### config.mk
export PLATFORM = sky130hd
export DESIGN_NAME = ack_retransmit_tracker
export DESIGN_NICKNAME = d
export VERILOG_FILES = /design/src/hdl/art_pkg.sv /design/src/hdl/art_slot_mem.sv /design/src/hdl/ack_retransmit_tracker.sv
export SDC_FILE = /design/constraint.sdc
export NUM_CORES = 2
export LEC_CHECK = 0
export ABC_CLOCK_PERIOD_IN_PS = 18240
export BUFFER_PORTS_ARGS = -buffer_cell sky130_fd_sc_hd__clkbuf_2
export CORE_UTILIZATION = 37
export DETAILED_ROUTE_END_ITERATION = 7
export PLACE_DENSITY = 0.58
export SLEW_MARGIN = 0
export SYNTH_ARGS = -nofsm -noshare
export SYNTH_HDL_FRONTEND = slang
export SYNTH_SLANG_ARGS = --single-unit
export TNS_END_PERCENT = 10
### constraint.sdc
create_clock -name clk -period 18.24 [get_ports clk]
set_input_delay 3.648 -clock clk [delete_from_list [all_inputs] [get_ports clk]]
set_output_delay 3.648 -clock clk [all_outputs]
set_load 0.05 [all_outputs]
### src/hdl/art_pkg.sv
`timescale 1ns / 1ps
`default_nettype none

package art_pkg;

  // request kinds carried on s_tuser
  localparam logic [1:0] REQ_SEND   = 2'd0;
  localparam logic [1:0] REQ_ACK_TX = 2'd1;
  localparam logic [1:0] REQ_ACK_RX = 2'd2;
  localparam logic [1:0] REQ_TICK   = 2'd3;

  // result event codes
  localparam logic [2:0] EV_STORED        = 3'd0;
  localparam logic [2:0] EV_TABLE_FULL    = 3'd1;
  localparam logic [2:0] EV_ACK_SENT      = 3'd2;
  localparam logic [2:0] EV_ACK_CLEARED   = 3'd3;
  localparam logic [2:0] EV_ACK_UNMATCHED = 3'd4;
  localparam logic [2:0] EV_RETRANSMIT    = 3'd5;
  localparam logic [2:0] EV_GIVE_UP       = 3'd6;
  localparam logic [2:0] EV_NOTHING_DUE   = 3'd7;

  // configuration register indexes
  localparam logic CFG_RETRY_TIMEOUT = 1'b0;
  localparam logic CFG_MAX_RETRIES   = 1'b1;

  localparam logic [31:0] RETRY_TIMEOUT_RST = 32'd30000;
  localparam logic [3:0]  MAX_RETRIES_RST   = 4'd3;

  // results allowed per tick, and a counter wide enough to hold it
  localparam int MAX_RES = 16;
  localparam int CNT_W   = 5;

  typedef struct packed {
    logic [31:0] peer;
    logic [15:0] handle;
    logic [31:0] sent_time;
    logic [3:0]  retries;
  } slot_entry_t;

  // first member sits in the high bits, so event_res lands at bit 0
  typedef struct packed {
    logic [3:0]  attempt;
    logic [15:0] handle;
    logic [31:0] peer;
    logic [5:0]  slot;
    logic [2:0]  event_res;
  } result_t;

endpackage

`default_nettype wire

### src/hdl/art_slot_mem.sv
`timescale 1ns / 1ps
`default_nettype none

// slot table storage: one write port, one registered read port
module art_slot_mem import art_pkg::*; #(
  parameter int DEPTH  = 16,
  parameter int ADDR_W = 4
) (
  input  wire logic              clk,
  input  wire logic              we,
  input  wire logic [ADDR_W-1:0] waddr,
  input  wire slot_entry_t       wdata,
  input  wire logic [ADDR_W-1:0] raddr,
  output slot_entry_t            rdata
);

  slot_entry_t mem [DEPTH];

  always_ff @(posedge clk) begin
    if (we) begin
      mem[waddr] <= wdata;
    end
  end

  always_ff @(posedge clk) begin
    rdata <= mem[raddr];
  end

endmodule

`default_nettype wire

### src/hdl/ack_retransmit_tracker.sv
`timescale 1ns / 1ps
`default_nettype none

// ack_retransmit_tracker: table of unacknowledged messages, one slot per peer.
// a send request (s_tuser 0) reuses the pending slot of the same peer or takes
// the lowest free slot, stamps it with now_ms and clears its retry count; if no
// slot is free it answers table_full. a send-ack request (1) only reports
// ack_sent. an ack received (2) frees the matching slot (ack_cleared) or
// reports ack_unmatched. a tick (3) walks the slots in index order: a slot
// whose age (now_ms - send time, mod 2^32) exceeds retry_timeout_ms is
// retransmitted while its retry count is below max_retries, otherwise given up
// and freed; at most 16 results per tick, and a tick with nothing to do yields
// one nothing_due. every request produces one or more results; m_tlast marks
// the final one. the block handles one request at a time and s_tready is low
// while it works. a send-ack request goes straight to its result; an ack
// received, a send and a tick walk the slot memory, one entry per cycle
// through its single read port (a tick pauses while a held result waits on
// the output side), with the one shared subtract/compare unit checking each
// entry as it comes out. the slot memory needs no clearing after reset:
// per-slot valid flops guard it. configuration writes are always taken and
// must only be issued while idle.
module ack_retransmit_tracker import art_pkg::*; #(
  parameter int SLOTS = 16
) (
  input  wire logic        clk,
  input  wire logic        rst,
  // request stream
  input  wire logic        s_tvalid,
  output logic             s_tready,
  input  wire logic [79:0] s_tdata,   // peer_key[31:0], msg_handle[47:32], now_ms[79:48]
  input  wire logic [1:0]  s_tuser,   // req_type[1:0]
  // result stream
  output logic             m_tvalid,
  input  wire logic        m_tready,
  output logic [63:0]      m_tdata,   // event_res[2:0], slot[8:3], out_peer_key[40:9],
                                      // out_handle[56:41], attempt[60:57], zero[63:61]
  output logic             m_tlast,   // last
  // configuration write channel
  input  wire logic        cfg_valid,
  output logic             cfg_ready,
  input  wire logic        cfg_index,
  input  wire logic [31:0] cfg_data
);

  localparam int IDX_W = (SLOTS > 1) ? $clog2(SLOTS) : 1;
  localparam logic [IDX_W-1:0] LAST_IDX = IDX_W'(SLOTS - 1);

  // sequencer states
  localparam logic [1:0] ST_IDLE    = 2'd0;
  localparam logic [1:0] ST_SCAN    = 2'd1;
  localparam logic [1:0] ST_SEND_WR = 2'd2;
  localparam logic [1:0] ST_FLUSH   = 2'd3;

  logic [1:0] state, state_next;

  // configuration registers
  logic [31:0] retry_timeout;
  logic [3:0]  max_retries;

  // latched request
  logic [1:0]  req;
  logic [31:0] rq_peer;
  logic [15:0] rq_handle;
  logic [31:0] rq_now;

  // walk position, send target, per-tick result count
  logic [IDX_W-1:0] idx, idx_next;
  logic             tgt_v, tgt_v_next;
  logic [IDX_W-1:0] tgt_idx, tgt_idx_next;
  logic [CNT_W-1:0] res_cnt, res_cnt_next;

  // one result held back until we know whether it is the final one
  logic    hold_v, hold_v_next;
  result_t hold, hold_next;

  // output register
  result_t out_res, out_res_next;
  logic    out_last_next;
  logic    out_load;
  logic    out_free;

  // slot table
  logic        slot_valid [SLOTS];
  logic        v_we;
  logic        v_val;
  logic [IDX_W-1:0] v_idx;
  logic        mem_we;
  logic [IDX_W-1:0] mem_waddr;
  slot_entry_t mem_wdata;
  slot_entry_t rdata;

  // shared check unit, applied to the entry currently read out
  logic        valid_i;
  logic        peer_hit;
  logic [31:0] elapsed;
  logic        expired;
  logic        can_retry;
  logic [3:0]  retries_inc;
  logic        is_last;
  logic        s_acc;

  assign s_tready  = (state == ST_IDLE);
  assign s_acc     = s_tvalid && s_tready;
  assign cfg_ready = 1'b1;
  assign out_free  = !m_tvalid || m_tready;
  assign m_tdata   = {3'b000, out_res};

  assign valid_i     = slot_valid[idx];
  assign peer_hit    = valid_i && (rdata.peer == rq_peer);
  assign elapsed     = rq_now - rdata.sent_time;
  assign expired     = valid_i && (elapsed > retry_timeout);
  assign can_retry   = rdata.retries < max_retries;
  assign retries_inc = rdata.retries + 4'd1;
  assign is_last     = (idx == LAST_IDX);

  art_slot_mem #(
    .DEPTH  (SLOTS),
    .ADDR_W (IDX_W)
  ) u_mem (
    .clk   (clk),
    .we    (mem_we),
    .waddr (mem_waddr),
    .wdata (mem_wdata),
    .raddr (idx_next),
    .rdata (rdata)
  );

  // sequencer
  always_comb begin
    state_next    = state;
    idx_next      = idx;
    tgt_v_next    = tgt_v;
    tgt_idx_next  = tgt_idx;
    res_cnt_next  = res_cnt;
    hold_v_next   = hold_v;
    hold_next     = hold;
    out_load      = 1'b0;
    out_res_next  = hold;
    out_last_next = 1'b0;
    v_we          = 1'b0;
    v_val         = 1'b0;
    v_idx         = idx;
    mem_we        = 1'b0;
    mem_waddr     = idx;
    mem_wdata     = rdata;

    unique case (state)
      ST_IDLE: begin
        if (s_acc) begin
          idx_next     = '0;
          tgt_v_next   = 1'b0;
          res_cnt_next = '0;
          if (s_tuser == REQ_ACK_TX) begin
            hold_next   = '{attempt: 4'd0, handle: 16'd0, peer: s_tdata[31:0],
                            slot: 6'd0, event_res: EV_ACK_SENT};
            hold_v_next = 1'b1;
            state_next  = ST_FLUSH;
          end else begin
            state_next = ST_SCAN;
          end
        end
      end

      ST_SCAN: begin
        unique case (req)
          REQ_SEND: begin
            if (peer_hit) begin
              // same peer already pending: reuse its slot
              tgt_v_next   = 1'b1;
              tgt_idx_next = idx;
              state_next   = ST_SEND_WR;
            end else begin
              if (!valid_i && !tgt_v) begin
                tgt_v_next   = 1'b1;
                tgt_idx_next = idx;
              end
              if (is_last) begin
                state_next = ST_SEND_WR;
              end else begin
                idx_next = idx + 1'b1;
              end
            end
          end

          REQ_ACK_RX: begin
            if (peer_hit) begin
              v_we        = 1'b1;
              v_val       = 1'b0;
              hold_next   = '{attempt: rdata.retries, handle: rdata.handle,
                              peer: rdata.peer, slot: 6'(idx),
                              event_res: EV_ACK_CLEARED};
              hold_v_next = 1'b1;
              state_next  = ST_FLUSH;
            end else if (is_last) begin
              hold_next   = '{attempt: 4'd0, handle: 16'd0, peer: rq_peer,
                              slot: 6'd0, event_res: EV_ACK_UNMATCHED};
              hold_v_next = 1'b1;
              state_next  = ST_FLUSH;
            end else begin
              idx_next = idx + 1'b1;
            end
          end

          REQ_TICK: begin
            // an event needs the held result pushed out first
            if (!(expired && hold_v && !out_free)) begin
              if (expired) begin
                if (hold_v) begin
                  out_load      = 1'b1;
                  out_res_next  = hold;
                  out_last_next = 1'b0;
                end
                hold_v_next  = 1'b1;
                res_cnt_next = res_cnt + 1'b1;
                if (can_retry) begin
                  mem_we    = 1'b1;
                  mem_wdata = '{peer: rdata.peer, handle: rdata.handle,
                                sent_time: rq_now, retries: retries_inc};
                  hold_next = '{attempt: retries_inc, handle: rdata.handle,
                                peer: rdata.peer, slot: 6'(idx),
                                event_res: EV_RETRANSMIT};
                end else begin
                  v_we      = 1'b1;
                  v_val     = 1'b0;
                  hold_next = '{attempt: rdata.retries, handle: rdata.handle,
                                peer: rdata.peer, slot: 6'(idx),
                                event_res: EV_GIVE_UP};
                end
              end
              if (is_last || (expired && res_cnt_next == CNT_W'(MAX_RES))) begin
                state_next = ST_FLUSH;
                if (!hold_v && !expired) begin
                  hold_next   = '{attempt: 4'd0, handle: 16'd0, peer: 32'd0,
                                  slot: 6'd0, event_res: EV_NOTHING_DUE};
                  hold_v_next = 1'b1;
                end
              end else begin
                idx_next = idx + 1'b1;
              end
            end
          end

          REQ_ACK_TX: begin
            // not walked; handled straight from idle
            hold_next   = '{attempt: 4'd0, handle: 16'd0, peer: rq_peer,
                            slot: 6'd0, event_res: EV_ACK_SENT};
            hold_v_next = 1'b1;
            state_next  = ST_FLUSH;
          end
        endcase
      end

      ST_SEND_WR: begin
        if (tgt_v) begin
          mem_we      = 1'b1;
          mem_waddr   = tgt_idx;
          mem_wdata   = '{peer: rq_peer, handle: rq_handle, sent_time: rq_now,
                          retries: 4'd0};
          v_we        = 1'b1;
          v_val       = 1'b1;
          v_idx       = tgt_idx;
          hold_next   = '{attempt: 4'd0, handle: rq_handle, peer: rq_peer,
                          slot: 6'(tgt_idx), event_res: EV_STORED};
        end else begin
          hold_next   = '{attempt: 4'd0, handle: rq_handle, peer: rq_peer,
                          slot: 6'd0, event_res: EV_TABLE_FULL};
        end
        hold_v_next = 1'b1;
        state_next  = ST_FLUSH;
      end

      ST_FLUSH: begin
        if (out_free) begin
          out_load      = 1'b1;
          out_res_next  = hold;
          out_last_next = 1'b1;
          hold_v_next   = 1'b0;
          state_next    = ST_IDLE;
        end
      end
    endcase
  end

  // control registers
  always_ff @(posedge clk) begin
    if (rst) begin
      state   <= ST_IDLE;
      idx     <= '0;
      tgt_v   <= 1'b0;
      res_cnt <= '0;
      hold_v  <= 1'b0;
    end else begin
      state   <= state_next;
      idx     <= idx_next;
      tgt_v   <= tgt_v_next;
      res_cnt <= res_cnt_next;
      hold_v  <= hold_v_next;
    end
  end

  // payload registers
  always_ff @(posedge clk) begin
    tgt_idx <= tgt_idx_next;
    hold    <= hold_next;
    if (s_acc) begin
      req       <= s_tuser;
      rq_peer   <= s_tdata[31:0];
      rq_handle <= s_tdata[47:32];
      rq_now    <= s_tdata[79:48];
    end
  end

  // slot valid flags
  always_ff @(posedge clk) begin
    if (rst) begin
      for (int i = 0; i < SLOTS; i++) begin
        slot_valid[i] <= 1'b0;
      end
    end else if (v_we) begin
      slot_valid[v_idx] <= v_val;
    end
  end

  // configuration transactions
  always_ff @(posedge clk) begin
    if (rst) begin
      retry_timeout <= RETRY_TIMEOUT_RST;
      max_retries   <= MAX_RETRIES_RST;
    end else if (cfg_valid && cfg_ready) begin
      unique case (cfg_index)
        CFG_RETRY_TIMEOUT: retry_timeout <= cfg_data;
        CFG_MAX_RETRIES:   max_retries   <= cfg_data[3:0];
      endcase
    end
  end

  // output register
  always_ff @(posedge clk) begin
    if (rst) begin
      m_tvalid <= 1'b0;
    end else if (out_load) begin
      m_tvalid <= 1'b1;
    end else if (m_tready) begin
      m_tvalid <= 1'b0;
    end
  end

  always_ff @(posedge clk) begin
    if (out_load) begin
      out_res <= out_res_next;
      m_tlast <= out_last_next;
    end
  end

  // no result is left behind when a new request can come in
  a_idle_no_hold: assert property (@(posedge clk) disable iff (rst)
    (state == ST_IDLE) |-> !hold_v)
    else $error("held result pending while idle");

  // a tick never reports more than the result limit
  a_res_limit: assert property (@(posedge clk) disable iff (rst)
    res_cnt <= CNT_W'(MAX_RES))
    else $error("tick result count beyond limit");

  // the final result closes the request
  a_flush_last: assert property (@(posedge clk) disable iff (rst)
    (state == ST_FLUSH && out_free) |=> (m_tvalid && m_tlast && state == ST_IDLE))
    else $error("final result not marked or sequencer not idle");

  // results pushed during the walk are never final
  a_walk_not_last: assert property (@(posedge clk) disable iff (rst)
    (state == ST_SCAN && out_load) |=> (m_tvalid && !m_tlast))
    else $error("intermediate tick result marked last");

  // the table write phase belongs to a send only
  a_send_wr_req: assert property (@(posedge clk) disable iff (rst)
    (state == ST_SEND_WR) |-> (req == REQ_SEND))
    else $error("slot store outside a send");

endmodule

`default_nettype wire
==> results.txt <==
Dpl ws -> 7.59 ns
Number of antenna violations at the first check in global routing -> 1
WP data required -> 18.94 ns
Worst path top cell family by delay -> compound AO/OA/AOI/OAI gates
Largest net degree at the start of global routing -> 194
Synth unique cells -> 72
Peak VDD IR -> 0.000170 V
Setup ws final -> 7.56 ns
Post-CTS Resized -> 0
P_leak -> 28.7 nW
Die Ht -> 438 um
Clock transition at path regs -> 0.06 ns
RR Startpoint -> rq_now[0]
Critical Path AT -> 11.38 ns
Post-CTS Setup Bufs -> 0
Die Width -> 438 um
Vias -> 40,500
Die area -> 0.192 mm2
CORE AREA -> 0.188 mm2
CTS tree -> done
Ant. Diodes -> 0
Initial drt markers -> 3,599
CP Max Fanout -> 147
Synth Cell Area -> 0.0703 mm2
IO Pins -> 188
Final Util -> 42.2%
Hold path cells -> 0
Worst clock skew -> 0.0279 ns
Top-area cell type share of the netlist area -> 67.1%
Site Rows -> 159
Max-cap violations -> 0
CP max-delay cell -> buf_4
Final hold vios -> 0
Crit path buf inv count -> 5
Wirelength, routed -> 185 mm
Crit. End Element -> flip-flop
Antenna Nets Post-Route -> 0
Overflow after GRT -> 0
Inserted Clock Buffers -> 179
Critical R2R Capture -> u_mem.rdata[16]
CTS sink count -> 1,703
EDFF count, synth -> 1,569
Initial Util -> 37.3%
CP Depth -> 32
Fin crit period -> 10.68 ns
Top post-synthesis cells by area -> edfxtp_1, mux2_2, mux2i_1
Area grow syn2layout -> 13.2%
Setup crit end -> u_mem.rdata[16]
Clk_lat worst skew -> 0.81 ns
Hold Path Class -> flip-flop to flip-flop
Async set-or-reset flop fraction in the synthesized netlist -> 0%
Failing checks -> design-rule violations
Vias in the first global route -> 40,000
Final HPWL DP -> 97.1 mm
Setup crit start -> rq_now[0]
H-Tree Level Count -> 4
Clock root buffer -> clkbuf_16
Largest area contributor in the netlist -> edfxtp_1
All-Layer GR Usage -> 19.0%
Average wire per standard cell -> 24.9 um
Setup violations, final -> 0
Hold Slack -> 0.449 ns
Global-route wire length before repair -> 270 mm
Yosys reg bits -> 1,703
Max Slew Vio Count -> 0
Final RePlAce weighted congestion -> 0.801
R2R cell count -> 32
YS warnings -> 0
R2R setup slack -> 7.56 ns
Max Clock Freq -> 93.6 MHz
Critical path class -> flip-flop to flip-flop
Ratio of cells with drive above 1 in the final layout -> 18.3%
CTS Buffer Depth -> 3
Power consumption -> 12.9 mW
Startpoint types -> flip-flop
Buffers on Ports -> 183
Fin nets -> 5,011
Vias per inst -> 5.43
DRC errors left -> 15
Slowest stage delay, CP -> 0.82 ns
Post-synthesis sequential area ratio -> 70.9%
Hold Buf Count CTS -> 0
Worst slew pin tran -> 1.21 ns
Headroom to the max-slew limit -> 19.0%
Post-Synthesis Cells -> 4,644
TritonRoute pass-1 iters -> 8
RSZ-0062 raised after global routing -> no
PD cells -> 162 mW/mm2
Final setup TNS -> 0 ns
Ys flop type -> edfxtp_1
Outcome -> finished, violations left
Final worst-path cycle share -> 58.5%
Post-synthesis average cell area -> 15.1 um2
-- worst min-delay path by stage --
stage / slack (ns) / startpoint / endpoint
2_1_floorplan: 0.41 / idx[2] / tgt_idx[2]
3_3_place_gp: 0.44 / hold[8] / m_tdata[8]
3_5_place_dp: 0.43 / hold[8] / m_tdata[8]
4_1_cts: 0.45 / hold[8] / m_tdata[8]
5_1_grt: 0.47 / hold[32] / m_tdata[32]
6_report: 0.45 / hold[8] / m_tdata[8]
-- cell families after synthesis --
kind of cell,after synthesis,synth area share (%)
DFF,1703,70.9
xor gates and xnor gates,64,0.798
adders and majority gates,78,1.40
AOI/OAI and AO/OA,765,7.70
buffers and inverters,359,2.52
muxes,730,11.1
other,2,0.0107
and+or+nand+nor,943,5.59
-- where the power goes --
part	leakage, nW	total [mW]	switching, mW	internal, mW
Combinational	10.5	3.83	2.49	1.34
Sequential	15.4	5.50	0.203	5.30
Clock	2.78	3.56	1.53	2.04
Total	28.7	12.9	4.22	8.68
-- per-stage QoR --
stage	cell area, um2	instances
3_5_place_dp	73800	7127
3_3_place_gp	73800	7127
6_report	79500	7460
2_1_floorplan	70300	4646
4_1_cts	79500	7460
5_1_grt	79500	7460
-- sequential cells by signal, summed over array words and instances, names as in the netlist --
signal / cells
hold: 61
hold_v: 1
idx: 4
m_tdata: 61
m_tlast: 1
m_tvalid: 1
max_retries: 4
req: 2
res_cnt: 5
retry_timeout: 32
rq_handle: 16
rq_now: 32
rq_peer: 32
slot_valid: 16
state: 2
tgt_idx: 4
tgt_v: 1
u_mem.mem: 1344
u_mem.rdata: 84
-- cells in the mapped netlist, types with 36 or more instances --
library cell / instances
a221o_1: 86
nor2_1: 300
ha_1: 77
o22ai_1: 85
inv_1: 83
dfxtp_1: 134
buf_2: 60
mux2i_1: 371
a22o_1: 81
xnor2_1: 54
nand2_1: 487
a22oi_1: 36
mux2_2: 338
a21oi_1: 114
a31oi_1: 176
edfxtp_1: 1569
buf_4: 58
clkbuf_1: 126
o21ai_0: 67
-- layout make-up --
cell class / count / area (um2)
Fill cell: 17100 / 109000
Sequential cell: 1703 / 49800
Multi-Input combinational cell: 2584 / 19000
Clock buffer: 249 / 4910
Tap cell: 2495 / 3120
Timing Repair Buffer: 262 / 1570
Clock inverter: 84 / 845
Inverter: 83 / 312
-- worst reg2reg max path: cells and delay by family (launching register included) --
kind	cells	cell delay [ns]
AOI/OAI and AO/OA	14	3.26
and+or+nand+nor	8	3.18
buffers and inverters	5	2.21
adders and majority gates	3	0.89
muxes	1	0.56
DFF	1	0.38
xor gates and xnor gates	1	0.08
-- cells in the final DEF, fill, tap and decap left out, drive strengths merged, types with 6 or more instances in the layout --
| cell type | Yosys | routed |
|---|---|---|
| mux2i | 371 | 371 |
| a21oi | 114 | 114 |
| xor2 | 10 | 10 |
| a221o | 86 | 86 |
| clkbuf | 126 | 432 |
| nand3 | 23 | 23 |
| nor2 | 300 | 300 |
| nand4 | 18 | 18 |
| o21ai | 69 | 69 |
| clkinv | 0 | 56 |
| nand2b | 10 | 10 |
| and3 | 9 | 9 |
| nand3b | 7 | 7 |
| mux2 | 355 | 355 |
| a31oi | 177 | 177 |
| xnor2 | 54 | 54 |
| o21a | 11 | 11 |
| and2 | 10 | 10 |
| clkinvlp | 0 | 9 |
| a222oi | 20 | 20 |
| buf | 150 | 79 |
| a211o | 12 | 12 |
| nor4 | 6 | 6 |
| nor3 | 18 | 18 |
| inv | 83 | 92 |
| ha | 77 | 77 |
| dfxtp | 134 | 134 |
| a21o | 20 | 20 |
| a22o | 81 | 81 |
| bufinv | 0 | 10 |
| o21bai | 20 | 20 |
| a22oi | 36 | 36 |
| edfxtp | 1569 | 1569 |
| o22ai | 85 | 85 |
| nand2 | 487 | 487 |
| nor3b | 6 | 6 |
| nor2b | 33 | 33 |
-- per-layer routing --
layer  track usage, %  share of wire, %  up-vias  wire length (um)
met5                0                 0        -                 0
met4             5.65               2.7        0              4940
met3             2.72               5.3      284              9790
met2             31.7                49     1250             90000
met1             25.5                44    20800             80700
li1                 -                 -    18100                 -
(Power assumes the default switching activity.)
